### config.mk
export PLATFORM = sky130hd
export DESIGN_NAME = lpvg_queue
export DESIGN_NICKNAME = d
export VERILOG_FILES = /design/src/rtl/lpvg_pkg.sv /design/src/rtl/lpvg_queue.sv
export SDC_FILE = /design/constraint.sdc
export NUM_CORES = 1
export LEC_CHECK = 0
export BUFFER_PORTS_ARGS = -buffer_cell sky130_fd_sc_hd__buf_4
export CAP_MARGIN = 10
export CORE_MARGIN = 1.5
export CORE_UTILIZATION = 49
export CTS_CLUSTER_DIAMETER = 50
export DETAILED_ROUTE_END_ITERATION = 16
export HOLD_SLACK_MARGIN = 0.1
export PLACE_DENSITY_LB_ADDON = 0.08
export SLEW_MARGIN = 5
export SYNTH_ARGS = -nofsm -noshare
export SYNTH_HDL_FRONTEND = slang
export SYNTH_SLANG_ARGS = --single-unit
### constraint.sdc
create_clock -name clk -period 1.2 [get_ports clk]
set_input_delay 0.24 -clock clk [delete_from_list [all_inputs] [get_ports clk]]
set_output_delay 0.24 -clock clk [all_outputs]
set_load 0.01 [all_outputs]
### src/rtl/lpvg_pkg.sv
// ----------------------------------------------------------------------------
// lpvg_pkg: shared types and constants of the lidar point validity gate
// Reason codes, register map, configuration bundle and queue sizing.
// ----------------------------------------------------------------------------
package lpvg_pkg;

    localparam int RANGE_W     = 23;
    localparam int INTENSITY_W = 16;
    localparam int TIME_W      = 32;
    localparam int FACTOR_W    = 16;
    localparam int INDEX_W     = 20;
    localparam int KEPT_W      = 21;
    localparam int REASON_W    = 3;

    localparam int INDEX_HW_MAX = 1048575;
    localparam int KEPT_HW_MAX  = 2097151;

    localparam int QUEUE_DEPTH = 4;
    localparam int QUEUE_PTR_W = 2;
    localparam int QUEUE_CNT_W = 3;

    localparam int CFG_ADDR_W = 5;
    localparam int CFG_IDX_W  = 3;
    localparam int CFG_DATA_W = 32;

    localparam logic [CFG_IDX_W-1:0] REG_MIN_RANGE      = 3'd0;
    localparam logic [CFG_IDX_W-1:0] REG_MAX_RANGE      = 3'd1;
    localparam logic [CFG_IDX_W-1:0] REG_INTENSITY_GATE = 3'd2;
    localparam logic [CFG_IDX_W-1:0] REG_INTENSITY_LOW  = 3'd3;
    localparam logic [CFG_IDX_W-1:0] REG_INTENSITY_HIGH = 3'd4;
    localparam logic [CFG_IDX_W-1:0] REG_DECIMATION     = 3'd5;

    localparam logic [RANGE_W-1:0]     MIN_RANGE_RST      = 23'd0;
    localparam logic [RANGE_W-1:0]     MAX_RANGE_RST      = 23'h7FFFFF;
    localparam logic [INTENSITY_W-1:0] INTENSITY_LOW_RST  = 16'h0000;
    localparam logic [INTENSITY_W-1:0] INTENSITY_HIGH_RST = 16'hFFFF;
    localparam logic [FACTOR_W-1:0]    DECIMATION_RST     = 16'd1;

    typedef enum logic [REASON_W-1:0] {
        REASON_KEPT      = 3'd0,
        REASON_NONFINITE = 3'd1,
        REASON_TOO_NEAR  = 3'd2,
        REASON_TOO_FAR   = 3'd3,
        REASON_INTENSITY = 3'd4,
        REASON_DECIMATED = 3'd5
    } reason_t;

    typedef struct packed {
        logic    first_of_scan;
        reason_t reason;
    } gate_info_t;

    typedef struct packed {
        logic [RANGE_W-1:0]     min_range_mm;
        logic [RANGE_W-1:0]     max_range_mm;
        logic                   intensity_gate_on;
        logic [INTENSITY_W-1:0] intensity_low;
        logic [INTENSITY_W-1:0] intensity_high;
    } gate_cfg_t;

endpackage

### src/rtl/lpvg_queue.sv
// ----------------------------------------------------------------------------
// lpvg_queue: short first-in first-out queue between front and back
// Holds classified points so that the intake and the output stall apart.
// ----------------------------------------------------------------------------
module lpvg_queue #(
    parameter int WIDTH = 8
) (
    input  logic                             clk,
    input  logic                             rst_n,
    input  logic                             push,
    input  logic [WIDTH-1:0]                 push_data,
    input  logic                             pop,
    output logic [WIDTH-1:0]                 pop_data,
    output logic                             not_empty,
    output logic [lpvg_pkg::QUEUE_CNT_W-1:0] count
);
    import lpvg_pkg::*;

    logic [WIDTH-1:0]       entry_reg [QUEUE_DEPTH];
    logic [QUEUE_PTR_W-1:0] wr_ptr_reg;
    logic [QUEUE_PTR_W-1:0] rd_ptr_reg;
    logic [QUEUE_CNT_W-1:0] count_reg;
    logic [QUEUE_CNT_W-1:0] count_next;

    always_comb
    begin
        count_next = count_reg;
        if (push && !pop)
        begin
            count_next = count_reg + 1'b1;
        end
        else if (pop && !push)
        begin
            count_next = count_reg - 1'b1;
        end
    end

    always_ff @(posedge clk or negedge rst_n)
    begin
        if (!rst_n)
        begin
            wr_ptr_reg <= '0;
            rd_ptr_reg <= '0;
            count_reg  <= '0;
        end
        else
        begin
            if (push)
            begin
                wr_ptr_reg <= wr_ptr_reg + 1'b1;
            end
            if (pop)
            begin
                rd_ptr_reg <= rd_ptr_reg + 1'b1;
            end
            count_reg <= count_next;
        end
    end

    always_ff @(posedge clk)
    begin
        if (push)
        begin
            entry_reg[wr_ptr_reg] <= push_data;
        end
    end

    assign pop_data  = entry_reg[rd_ptr_reg];
    assign not_empty = count_reg != '0;
    assign count     = count_reg;

endmodule

==> Word-level counts from Yosys, hierarchy flattened <==
Memories as Yosys holds them, arrays and structs flattened.
Cells that the tools add are included.
{ "totals": {"inputBits": 12, "n_memories": 1, "regBits": 7, "ramBits": 32} }
{ "mem_list": {"columns": ["name", "depth", "word_bits", "read_ports", "rd_ports_with_merged_regs", "wr", "line", "text"], "rows": [
  ["entry_reg", 4, 8, 1, 0, 1, "lpvg_queue.sv:19", "logic [WIDTH-1:0] entry_reg [QUEUE_DEPTH];"]
]} }
{ "op_classes": {"n_reduce_logical": 6, "addsub": 4, "mux": 4} }
{ "ops": {"columns": ["op", "count"], "rows": [
  ["$mux 3", 2],
  ["$add 2x1->2 const B", 2],
  ["$add 3x1->3 const B", 1],
  ["$reduce_bool 3->1", 1],
  ["$sub 3x1->3 const B", 1],
  ["$logic_and 1x1->1", 2],
  ["$logic_not 1->1", 2],
  ["$mux 1", 2],
  ["$reduce_bool 2->1", 1]
]} }

==> Depth between registers and ports, before layout <==
{ "depth": {"word_depth": 4, "depth_mapped": 7, "ltp_nobuf": 7} }

==> Least setup slack after synthesis <==
Ideal clock, no wire load.
{ "synth_path": {"path_kind": "reg2reg", "start": "register count_reg[0], in the netlist count[0]", "end": "register count_reg[2], in the netlist count[2]", "setup_time_ns": 0.079, "setup_slack_ns": -0.133, "required_time_ns": 1.121, "path_stages_with_launch": 5, "arrival_time_ns": 1.254, "cell_sequence": "dfrtp_1 > fa_1 > xor2_1 > nor2_1 > xor2_1"} }
{ "synth_between": {"elab_chain_len": 3, "word_cells_on_any_way": 4, "classes_between": "add/sub: 2; mux: 2"} }
{ "synth_lines": {"columns": ["item", "line", "text"], "rows": [
  ["from (decl)", "lpvg_queue.sv:22", "logic [QUEUE_CNT_W-1:0] count_reg;"],
  ["from (signal assigned)", "lpvg_queue.sv:56", "count_reg <= count_next;"],
  ["$sub 3x1->3", "lpvg_queue.sv:34", "count_next = count_reg - 1'b1;"],
  ["$mux 3", "lpvg_queue.sv:32", "else if (pop && !push)"],
  ["$mux 3 *", "lpvg_queue.sv:28", "if (push && !pop)"]
]} }
Every way passes the cells marked *; elsewhere a longest branch is shown, timed or not. The select of a mux whose other input is x is not followed.
A chain may end at the register's enable or synchronous reset.

==> Worst setup path in the final report <==
{ "layout_path": {"start": "register rd_ptr_reg[0]", "end": "output pop_data[4]"} }
{ "layout_between": {"elab_chain_len": 1} }
{ "layout_lines": {"columns": ["item", "line", "text"], "rows": [
  ["from (decl)", "lpvg_queue.sv:21", "logic [QUEUE_PTR_W-1:0] rd_ptr_reg;"],
  ["from (signal assigned)", "lpvg_queue.sv:54", "rd_ptr_reg <= rd_ptr_reg + 1'b1;"],
  ["$mem_v2 4x8", null, null],
  ["to (decl)", "lpvg_queue.sv:13", "output logic [WIDTH-1:0] pop_data,"]
]} }
No other way between the ends.

==> results_dict.tcl <==
set metrics [dict create \
    dp_hpwl_mm 1.62 \
    setup_viol 20 \
    reg2reg_slack_ps -170 \
    hold_path_end "rd_ptr_reg[0]$_DFFE_PN0P_" \
    grt_pass1_vias 847 \
    synthesis.nets 93 \
    die_y_um 59.1 \
    critPathArrivalTime_ps 1550 \
    timing.rr.end "count[2]$_DFFE_PN0P_" \
    final_util 0.721 \
    row_count 20 \
    drtIter0Drc 13 \
    synthCells 75 \
    drt-wirelength-per-cell_um 13.7 \
    yosysUniqueCellTypes 16 \
    p_switching_uw 1410 \
    initial_core_util 0.509 \
    grt_pass1_wl_mm 4.04 \
    final-hold-violation-count 0 \
    synth_top_family_by_area "multiplexers" \
    io_pins 24 \
    fmax_mhz 558 \
    startpoint_type "flop" \
    r2r_cells 5 \
    seqPwrFrac 0.409 \
    syn_to_final_growth_pct 41.6 \
    tritoncts "yes" \
    p_sw_frac 0.283 \
    violations "negative setup slack" \
    largest_register_ffs 32 \
    worstSkewPairLatency_ps 350 \
    powerDensity_mw_per_mm2 2270 \
    ys_seq_area_frac 0.737 \
    netlist_top_cells_area "edfxtp_1, mux4_2, dfrtp_1" \
    drv_cap 0 \
    vias 820 \
    final.setup_skew_ps 9.31 \
    fin_ws_ps -591 \
    synth-compound-area-share 0.00325 \
    yosysWarnings 0 \
    crit_path_max_fanout 4 \
    whs_path_depth 3 \
    drc 0 \
    intPower_uw 3560 \
    diodes 0 \
    cts_buffers 5 \
    synth-simple-area-share 0.0276 \
    worst_slew_pin_slew_ps 427 \
    reg2reg_from "count[0]$_DFFE_PN0P_" \
    core-area_mm2 0.00303 \
    gp_congestion 0.646 \
    leakagePower_uw 0.000847 \
    cts_buffer_depth 2 \
    grt_busiest_layer "met2" \
    antenna_found_initial 0 \
    clkTransAtPathRegs_ps 120 \
    p_total_uw 4970 \
    slew_violations 0 \
    clock_sinks 39 \
    period_needed_ps 1790 \
    port_buffers 23 \
    use_met3 0.0721 \
    hold_class "in -> reg" \
    place_ws_ps -257 \
    fin_area_mm2 0.00218 \
    grt_overflow_total 0 \
    cp_data_required_time_ps 960 \
    synth_xor_area_frac 0.0341 \
    fin_setup_tns_ps -5470 \
    use_met1 0.211 \
    period_share 1.49 \
    layout-drive-gt1-share 0.556 \
    fp.dieArea_mm2 0.00349 \
    end_kind "output port" \
    use_met2 0.265 \
    relSlewSlack 0.715 \
    p_comb_frac 0.421 \
    power_frac_clock 0.170 \
    via_per_inst 4.63 \
    htreeDepth 2 \
    synthMuxAreaShare 0.124 \
    ir_worst_vdd_v 0.00142 \
    rsz0062_at_grt "yes" \
    grt_max_degree 13 \
    nets 150 \
    root_buffer "clkbuf_4" \
    ant_nets 0 \
    grt_usage 0.171 \
    die_x_um 59.1 \
    synth_top_area_cell "edfxtp_1" \
    dpl_cell_area_mm2 0.00187 \
    ys_ff_latch 39 \
    worst-setup-path-type "reg -> out" \
    synth_area_per_cell_um2 20.6 \
    hold_start "pop" \
    drt-total-wl_mm 2.42 \
    dr.pass1.iters 4 \
    syn-cell-area_mm2 0.00154 \
    status "finished with violations" \
    synth_fa_ha_area_frac 0.0536 \
    netlist.area_leader.share 0.623 \
]
==> cell usage in the layout, fill, tap and decap left out <==
master          n
o21ai_0         1
ha_1            1
buf_4          26
bufinv_16       1
dfrtp_2         2
clkinv_2        1
and2_4          4
inv_2           3
dfrtp_1         5
mux2_2          1
nand2_1         2
clkbuf_4        5
dlygate4sd3_1   9
xor2_1          4
ha_4            2
or3_4           1
mux4_2          8
clkinv_1        1
edfxtp_1       32
fa_2            1
inv_1           1
xnor2_1         2
nor2_1          1
ha_2            2
buf_6          17
==> critical path, cell delays in order (launching register included) <==
cell     delay (ps)
dfrtp_1         390
buf_4           160
mux4_2          490
buf_4           150
==> Yosys cell counts <==
cell and count:
xnor2_1 2, nand2_1 2, dfrtp_1 7, mux2_2 1, xor2_1 4, o21ai_0 1, inv_1 4, or3_1 1
and2_1 4, buf_6 1, edfxtp_1 32, ha_1 5, fa_1 1, mux4_2 8, buf_2 1, nor2_1 1
==> layer usage <==
layer	vias up	share of wire	routed length, um
li1	397	-	-
met1	398	0.44	1050
met3	5	0.043	103
met4	0	0.022	53
met5	-	0	0
met2	20	0.50	1210
==> metrics by stage <==
| step | instances | hold slack (ps) |
|---|---|---|
| floorplan | 75 | -55.6 |
| global placement | 155 | 56.8 |
| detailed placement | 155 | 60.6 |
| CTS | 174 | 142 |
| global route | 177 | 142 |
| finish | 177 | 144 |
==> power groups by stage <==
stage | Clock [uW] | Sequential (uW) | Combinational (uW)
global route | 929 | 2070 | 2280
detailed placement | 0 | 2040 | 1650
floorplan | 0 | 1990 | 918
finish | 846 | 2030 | 2090
global placement | 0 | 2030 | 1640
CTS | 862 | 2010 | 1950
==> logic make-up after synthesis <==
kind of cell | count (synthesis)
xor gates and xnor gates | 6
AOI/OAI and AO/OA | 1
DFF | 39
adders and majority gates | 6
buffers and inverters | 6
muxes | 9
and+or+nand+nor | 8
==> cell type report <==
cell class	instances	area [um^2]
clock buffer	5	37.5
sequential	39	1140
timing repair buffer	52	477
tap	44	55.1
multi-input combinational	30	422
inverter	4	15.0
fill	205	845
clock inverter	3	38.8
==> worst max path at each step <==
| stage | startpoint | end | slack (ps) |
|---|---|---|---|
| floorplan | count[0]$_DFFE_PN0P_ | count[2]$_DFFE_PN0P_ | -70 |
| finish | rd_ptr_reg[0]$_DFFE_PN0P_ | pop_data[4] | -590 |
| global placement | rd_ptr_reg[0]$_DFFE_PN0P_ | pop_data[0] | -210 |
| CTS | rd_ptr_reg[0]$_DFFE_PN0P_ | pop_data[4] | -600 |
| global route | rd_ptr_reg[0]$_DFFE_PN0P_ | pop_data[5] | -670 |
| detailed placement | pop | count[2]$_DFFE_PN0P_ | -260 |
==> repair_timing <==
action,in CTS,in global routing
pin swaps,4,1
setup endpoints to repair,38,39
buffers inserted,2,5
hold buffers,9,0
hold endpoints to repair,39,0
gates resized for setup,16,16
No activity file was read; power rests on OpenSTA's default activity.
