File: config.mk
export PLATFORM = sky130hd
export DESIGN_NAME = lpvg_back
export DESIGN_NICKNAME = d
export VERILOG_FILES = /design/src/rtl/lpvg_pkg.sv /design/src/rtl/lpvg_back.sv
export SDC_FILE = /design/constraint.sdc
export NUM_CORES = 1
export LEC_CHECK = 0
export ABC_AREA = 1
export BUFFER_PORTS_ARGS = -buffer_cell sky130_fd_sc_hd__buf_4
export CORE_ASPECT_RATIO = 1.4
export CORE_MARGIN = 4
export CORE_UTILIZATION = 55
export CTS_CLUSTER_SIZE = 10
export DETAILED_ROUTE_END_ITERATION = 8
export PLACE_DENSITY_LB_ADDON = 0.08
export SLEW_MARGIN = 20
export SYNTH_ARGS = -nofsm -noshare
export SYNTH_HDL_FRONTEND = slang
export SYNTH_SLANG_ARGS = --single-unit
File: constraint.sdc
create_clock -name clk -period 7.02 [get_ports clk]
set_input_delay 1.404 -clock clk [delete_from_list [all_inputs] [get_ports clk]]
set_output_delay 1.404 -clock clk [all_outputs]
set_load 0.01 [all_outputs]
File: src/rtl/lpvg_pkg.sv
// ----------------------------------------------------------------------------
// lpvg_pkg: shared types and constants of the lidar point validity gate
// Reason codes, register map, configuration bundle and queue sizing.
// ----------------------------------------------------------------------------
package lpvg_pkg;

    localparam int RANGE_W     = 23;
    localparam int INTENSITY_W = 16;
    localparam int TIME_W      = 32;
    localparam int FACTOR_W    = 16;
    localparam int INDEX_W     = 20;
    localparam int KEPT_W      = 21;
    localparam int REASON_W    = 3;

    localparam int INDEX_HW_MAX = 1048575;
    localparam int KEPT_HW_MAX  = 2097151;

    localparam int QUEUE_DEPTH = 4;
    localparam int QUEUE_PTR_W = 2;
    localparam int QUEUE_CNT_W = 3;

    localparam int CFG_ADDR_W = 5;
    localparam int CFG_IDX_W  = 3;
    localparam int CFG_DATA_W = 32;

    localparam logic [CFG_IDX_W-1:0] REG_MIN_RANGE      = 3'd0;
    localparam logic [CFG_IDX_W-1:0] REG_MAX_RANGE      = 3'd1;
    localparam logic [CFG_IDX_W-1:0] REG_INTENSITY_GATE = 3'd2;
    localparam logic [CFG_IDX_W-1:0] REG_INTENSITY_LOW  = 3'd3;
    localparam logic [CFG_IDX_W-1:0] REG_INTENSITY_HIGH = 3'd4;
    localparam logic [CFG_IDX_W-1:0] REG_DECIMATION     = 3'd5;

    localparam logic [RANGE_W-1:0]     MIN_RANGE_RST      = 23'd0;
    localparam logic [RANGE_W-1:0]     MAX_RANGE_RST      = 23'h7FFFFF;
    localparam logic [INTENSITY_W-1:0] INTENSITY_LOW_RST  = 16'h0000;
    localparam logic [INTENSITY_W-1:0] INTENSITY_HIGH_RST = 16'hFFFF;
    localparam logic [FACTOR_W-1:0]    DECIMATION_RST     = 16'd1;

    typedef enum logic [REASON_W-1:0] {
        REASON_KEPT      = 3'd0,
        REASON_NONFINITE = 3'd1,
        REASON_TOO_NEAR  = 3'd2,
        REASON_TOO_FAR   = 3'd3,
        REASON_INTENSITY = 3'd4,
        REASON_DECIMATED = 3'd5
    } reason_t;

    typedef struct packed {
        logic    first_of_scan;
        reason_t reason;
    } gate_info_t;

    typedef struct packed {
        logic [RANGE_W-1:0]     min_range_mm;
        logic [RANGE_W-1:0]     max_range_mm;
        logic                   intensity_gate_on;
        logic [INTENSITY_W-1:0] intensity_low;
        logic [INTENSITY_W-1:0] intensity_high;
    } gate_cfg_t;

endpackage

File: src/rtl/lpvg_back.sv
// ----------------------------------------------------------------------------
// lpvg_back: scan bookkeeping, decimation and output register
// Tracks the index, decimation phase and kept count of the scan and holds
// one finished word for the output side.
// ----------------------------------------------------------------------------
module lpvg_back #(
    parameter int COORD_BITS      = 24,
    parameter int SCAN_POINTS_MAX = 1048576
) (
    input  logic                                  clk,
    input  logic                                  rst_n,
    input  logic                                  head_valid,
    input  lpvg_pkg::gate_info_t                  head_info,
    input  logic [3*COORD_BITS+lpvg_pkg::INTENSITY_W+lpvg_pkg::TIME_W-1:0] head_payload,
    output logic                                  pop,
    input  logic [lpvg_pkg::FACTOR_W-1:0]         decimation_factor,
    output logic                                  m_tvalid,
    input  logic                                  m_tready,
    // m_tdata: scan_index, out_x_mm, out_y_mm, out_z_mm, out_intensity,
    //          out_time_offset_ns, kept_count, zero fill
    output logic [((3*COORD_BITS+89+7)/8)*8-1:0]  m_tdata,
    // m_tuser: keep, reason
    output logic [3:0]                            m_tuser
);
    import lpvg_pkg::*;

    localparam int PAY_W     = 3 * COORD_BITS + INTENSITY_W + TIME_W;
    localparam int OUT_W     = ((3 * COORD_BITS + 89 + 7) / 8) * 8;
    localparam int INDEX_LIMIT_INT =
        (SCAN_POINTS_MAX - 1 > INDEX_HW_MAX) ? INDEX_HW_MAX : SCAN_POINTS_MAX - 1;
    localparam int KEPT_LIMIT_INT =
        (SCAN_POINTS_MAX > KEPT_HW_MAX) ? KEPT_HW_MAX : SCAN_POINTS_MAX;
    localparam logic [INDEX_W-1:0] INDEX_LIMIT = INDEX_W'(INDEX_LIMIT_INT);
    localparam logic [KEPT_W-1:0]  KEPT_LIMIT  = KEPT_W'(KEPT_LIMIT_INT);

    logic [FACTOR_W-1:0] phase_reg;
    logic [FACTOR_W-1:0] phase_next;
    logic [INDEX_W-1:0]  index_reg;
    logic [INDEX_W-1:0]  index_next;
    logic [KEPT_W-1:0]   kept_reg;
    logic [KEPT_W-1:0]   kept_next;

    logic [FACTOR_W-1:0] phase_base;
    logic [INDEX_W-1:0]  index_base;
    logic [KEPT_W-1:0]   kept_base;
    logic [FACTOR_W-1:0] factor_eff;
    logic [FACTOR_W:0]   phase_inc;
    reason_t             reason_next;
    logic                keep_next;

    logic                out_valid_reg;
    logic                out_keep_reg;
    reason_t             out_reason_reg;
    logic [INDEX_W-1:0]  out_index_reg;
    logic [PAY_W-1:0]    out_payload_reg;
    logic [KEPT_W-1:0]   out_kept_reg;

    assign pop = head_valid && (!out_valid_reg || m_tready);

    always_comb
    begin
        phase_base  = head_info.first_of_scan ? '0 : phase_reg;
        index_base  = head_info.first_of_scan ? '0 : index_reg;
        kept_base   = head_info.first_of_scan ? '0 : kept_reg;
        factor_eff  = (decimation_factor == '0) ? FACTOR_W'(1) : decimation_factor;
        phase_inc   = {1'b0, phase_base} + 1'b1;
        index_next  = (index_base < INDEX_LIMIT) ? index_base + 1'b1 : index_base;
        phase_next  = phase_base;
        kept_next   = kept_base;
        keep_next   = 1'b0;
        reason_next = head_info.reason;
        if (head_info.reason == REASON_KEPT)
        begin
            if (phase_inc >= {1'b0, factor_eff})
            begin
                phase_next = '0;
                keep_next  = 1'b1;
                kept_next  = (kept_base < KEPT_LIMIT) ? kept_base + 1'b1 : kept_base;
            end
            else
            begin
                phase_next  = phase_inc[FACTOR_W-1:0];
                reason_next = REASON_DECIMATED;
            end
        end
    end

    always_ff @(posedge clk or negedge rst_n)
    begin
        if (!rst_n)
        begin
            phase_reg     <= '0;
            index_reg     <= '0;
            kept_reg      <= '0;
            out_valid_reg <= 1'b0;
        end
        else
        begin
            if (pop)
            begin
                phase_reg     <= phase_next;
                index_reg     <= index_next;
                kept_reg      <= kept_next;
                out_valid_reg <= 1'b1;
            end
            else if (m_tready)
            begin
                out_valid_reg <= 1'b0;
            end
        end
    end

    always_ff @(posedge clk)
    begin
        if (pop)
        begin
            out_keep_reg    <= keep_next;
            out_reason_reg  <= reason_next;
            out_index_reg   <= index_base;
            out_payload_reg <= head_payload;
            out_kept_reg    <= kept_next;
        end
    end

    assign m_tvalid = out_valid_reg;
    assign m_tdata  = OUT_W'({out_kept_reg, out_payload_reg, out_index_reg});
    assign m_tuser  = {out_reason_reg, out_keep_reg};

endmodule

After elaboration in Yosys (flattened, before gate mapping)
Cells that the tools add are included.

Add/sub/neg operators: 3. Order comparisons: 3. Muxes and demuxes: 15. Reduce and logical (&&, ||, !) cells: 6.

Operators by type and width (count): two-way mux 21 bit (4); two-way mux 16 bit (4); two-way mux 20 bit (2); adder 21 x 1 -> 21 bit (second input constant) (1); < comparator 21 bit (second input constant) (1); adder 20 x 1 -> 20 bit (second input constant) (1); < comparator 20 bit (second input constant) (1); adder 16 x 1 -> 17 bit (second input constant) (1); >= comparator 17 x 16 -> 1 bit (1); zero test 16 bit (1); two-way mux 3 bit (2); zero test 3 bit (1); two-way mux 1 bit (3); nonzero test 2 bit (1); logical AND 1 bit (1); zero test 1 bit (1); logical OR 1 bit (1).

Bits in registers: 223. Output and inout bits: 174.

Longest topological paths before layout
Word-level depth: 5. Mapped depth: 26. Mapped depth without buffers: 23.

Worst setup path after synthesis
No wires, ideal clock.

Kind: input to output. Start point: in m_tready. End point: out pop. Data arrival time: 3923 ps. Required time: 5616 ps. Setup slack: 1693 ps. Stages on the path: 6. Buffers on the path: 2. Cell sequence: inv_1 > nand2_1 > nand2_1 > inv_1 > buf_2 > buf_2.

Longest elaborated chain between the ends: 2.

Ends and longest elaborated chain: start, declared (RTL line lpvg_back.sv:18) `input logic m_tready,`; logical OR 1 bit (RTL line lpvg_back.sv:58) `assign pop = head_valid && (!out_valid_reg || m_tready);`; logical AND 1 bit (RTL line lpvg_back.sv:58); end, declared (RTL line lpvg_back.sv:15) `output logic pop,`.

No other way between the ends.

Worst setup path after layout
Start point: in head_info[3] (netlist name). End point: reg phase_reg[13].

Longest elaborated chain between the ends: 5.

Ends and longest elaborated chain: start, declared (RTL line lpvg_back.sv:13) `input lpvg_pkg::gate_info_t head_info,`; two-way mux 16 bit * (RTL line lpvg_back.sv:62) `phase_base = head_info.first_of_scan ? '0 : phase_reg;`; adder 16 x 1 -> 17 bit (RTL line lpvg_back.sv:66) `phase_inc = {1'b0, phase_base} + 1'b1;`; >= comparator 17 x 16 -> 1 bit (RTL line lpvg_back.sv:74) `if (phase_inc >= {1'b0, factor_eff})`; two-way mux 16 bit (RTL line lpvg_back.sv:74); two-way mux 16 bit * (RTL line lpvg_back.sv:72) `if (head_info.reason == REASON_KEPT)`; end signal, assigned (RTL line lpvg_back.sv:101) `phase_reg <= phase_next;`; end, declared (RTL line lpvg_back.sv:36) `logic [FACTOR_W-1:0] phase_reg;`.

Mark *: on every way between the ends. The rest lies on a longest branch, timed or not. A chain may end at the register's enable or synchronous reset.

==> metrics.cfg <==
[layout]
largest_register_ffs=120
drive_gt1_frac=0.305
areaGrowthSynthToFinish_pct=32.4
regArea_um2=6410
fillCellCount=1252
multiInputGateArea_um2=2760
fin_nets=1374
final_area_um2=13000
final_util=0.745
num_antenna_cells=0

[timing]
fmaxAchievable_ghz=0.219
period_minus_slack_ns=4.56
tns_ns=0
period_share=0.650
rsz0062_at_grt=no
relSlewSlack=0.439
drv_slew=0
tightestPinTransition_ns=0.841
setup_viol=0
fin_skew_ns=0.0106
hold_viol_final=0

[grt]
grt_pass1_wl_um=40100
grt_start_max_net_pins=123
grt-ovfl-total=0
grt_pass1_vias=7234
antenna_found_initial=0
grt_usage=0.253

[die]
ios=318
core_area_um2=17500
die_x_um=121
dieArea_um2=20100
rows=57
initial_core_util=0.563
die_h_um=166

[synth]
syn_area_per_cell_um2=11.0
synth_top_cell_by_area=edfxtp_1
syn_area_um2=9830
netlist_instances=897
synth-seq-area-share=0.652
synth_cell_types=42
yosysTopAreaCellShare=0.504
synth_seq_cells=223
synth.area.top_cells=edfxtp_1, dfrtp_1, nand2_1
yosys_warnings=0

[route]
wire_per_inst_um=17.8
postRouteAntennaNets=0
drcViolationCount=0
routed_wl_um=26100
dr.first_iter.drc_count=536
vias=7426
via_per_inst=5.06
dr.pass1.iters=5

[min_path]
hold_start=index_reg[19]
whs_endpoint=index_reg[19]
hold_class=reg2reg
holdPathStages=2

[outcome]
status=completed

[clock_tree]
cts_tree=built
postCtsSetupBuffers=0
clock_latency_ns=0.52
clkTransAtPathRegs_ns=0.06
cts_made_buffers=26
clockRootBuffer=clkbuf_16
postCtsHoldBufs=0
numClockSinks=223
htree_levels=1
cts_buffer_depth=3
cts-resized-gates=0

[critical_path]
path_common_cell=nand2_1
ff2ff_path_depth=19
path_buf_inv=1
crit_path_end_kind=flop
r2r_start=phase_reg[0]
startpoint_type=input pin
worstPathRequired_ns=7.47
r2r_slack_ns=3.27
rr_endpoint=phase_reg[13]
max_stage_delay_ns=0.43
arrival_ns=5.01
crit_family=simple AND/OR/NAND/NOR gates
cpMaxStageDelayCell=nor2_4
cp_max_fo=41
crit_chain=buf_4 -> nor2_1 -> ha_1 -> nand3_2 -> nor3_4 -> nand2_1 -> nor2_1 -> xor2_1 -> ha_1 -> a21oi_1 -> o21a_1 -> nand2_1 -> nand2_1 -> nand2_1 -> nand2_1 -> nand2_4 -> nor2_4 -> nand2_1 -> a21oi_2
path_class=in2reg

[place]
postPlaceCellArea_um2=12300
dpl.hpwl_um=19000
io_buffer_count=310
gp_congestion=0.950

[job]
drv_cap=0

[power_and_ir_drop]
power_leakage_nw=5.79
ir_worst_vdd_mv=0.202
p_per_area_nw_per_um2=241

synth_stat cells:
| master | n |
|---|---|
| a21o_1 | 1 |
| a21oi_1 | 36 |
| a21oi_2 | 2 |
| a31oi_1 | 2 |
| a41o_1 | 1 |
| and2_1 | 14 |
| buf_1 | 1 |
| buf_2 | 3 |
| buf_4 | 12 |
| buf_6 | 6 |
| clkbuf_1 | 8 |
| clkbuf_8 | 2 |
| clkinv_1 | 3 |
| conb_1 | 1 |
| dfrtp_1 | 58 |
| dlygate4sd3_1 | 1 |
| edfxtp_1 | 165 |
| ha_1 | 19 |
| inv_1 | 113 |
| inv_2 | 2 |
| nand2_1 | 177 |
| nand2_2 | 1 |
| nand2_4 | 1 |
| nand3_1 | 59 |
| nand3_2 | 2 |
| nand3b_1 | 3 |
| nand4_1 | 24 |
| nor2_1 | 95 |
| nor2_2 | 11 |
| nor2_4 | 4 |
| nor3_1 | 7 |
| nor3_2 | 4 |
| nor3_4 | 3 |
| nor4_1 | 9 |
| o21a_1 | 1 |
| o21ai_0 | 12 |
| o21ai_1 | 1 |
| o22ai_1 | 1 |
| or2_2 | 2 |
| xnor2_1 | 9 |
| xnor2_2 | 1 |
| xor2_1 | 20 |
layout make-up:
cell class,instances,share of cell area
multi-input cells,529,0.212
inverters,118,0.0346
repair buffers,313,0.181
clock inverters,2,0.00192
well taps,236,0.0227
clock buffers,46,0.0557
flip-flops and latches,223,0.492
metrics by stage:
stage	instances	hold slack, ns	total power (W)	setup WS (ns)
after floorplan	903	0.449	0.00178	1.69
after global placement	1419	0.464	0.00196	2.10
after detailed placement	1419	0.469	0.00197	1.94
after CTS	1467	0.485	0.00317	2.45
after global routing	1467	0.507	0.00327	1.99
final	1467	0.485	0.00314	2.46
layer usage:
metal	GRT usage	vias up	wire, um
met1	0.298	3498	9480
met5	0	-	0
li1	-	3597	-
met2	0.448	286	13500
met3	0.0668	45	2280
met4	0.0828	0	787
worst max path at each step:
stage / to / cells past startpoint / startpoint
3_5_place_dp: phase_reg[13] / 19 / head_info[3]
3_3_place_gp: out_reason_reg[0] / 20 / head_info[3]
5_1_grt: phase_reg[9] / 19 / head_info[3]
2_1_floorplan: pop / 6 / m_tready
6_report: phase_reg[13] / 19 / head_info[3]
4_1_cts: phase_reg[13] / 19 / head_info[3]
worst register-to-register path, delay by kind of cell (launching register included):
kind            cells  cell delay [ns]
simple gates       12             2.00
fa+ha+maj           2             0.57
compound gates      3             0.43
flops               1             0.36
xor+xnor            1             0.24
buf+inv             1             0.06
cells by family after synthesis:
group	count (synthesis)	synth area share
AO/OA/AOI/OAI	57	0.0312
adder cells (fa/ha/maj)	19	0.0242
AND/OR/NAND/NOR	416	0.195
other	1	0.000381
XOR/XNOR	30	0.0275
buffers and inverters	151	0.0699
flip-flops	223	0.652
cell usage in the layout (no fill, tap or decap), types with 9 or more instances in the layout:
master and n:
a21oi_1 36, and2_1 14, buf_4 312, clkbuf_1 20, clkbuf_16 26, dfrtp_1 58
edfxtp_1 165, ha_1 19, inv_1 112, nand2_1 177, nand3_1 59, nand4_1 24
nor2_1 95, nor2_2 11, nor4_1 9, o21ai_0 12, xnor2_1 9, xor2_1 20
where the power goes:
group | internal, W | leakage, nW | switching (W)
clock network | 0.000696 | 0.355 | 0.000495
registers | 0.00152 | 2.37 | 0.0000357
logic | 0.000169 | 3.07 | 0.000225
total | 0.00238 | 5.79 | 0.000756
No activity file was read; power rests on OpenSTA's default activity.
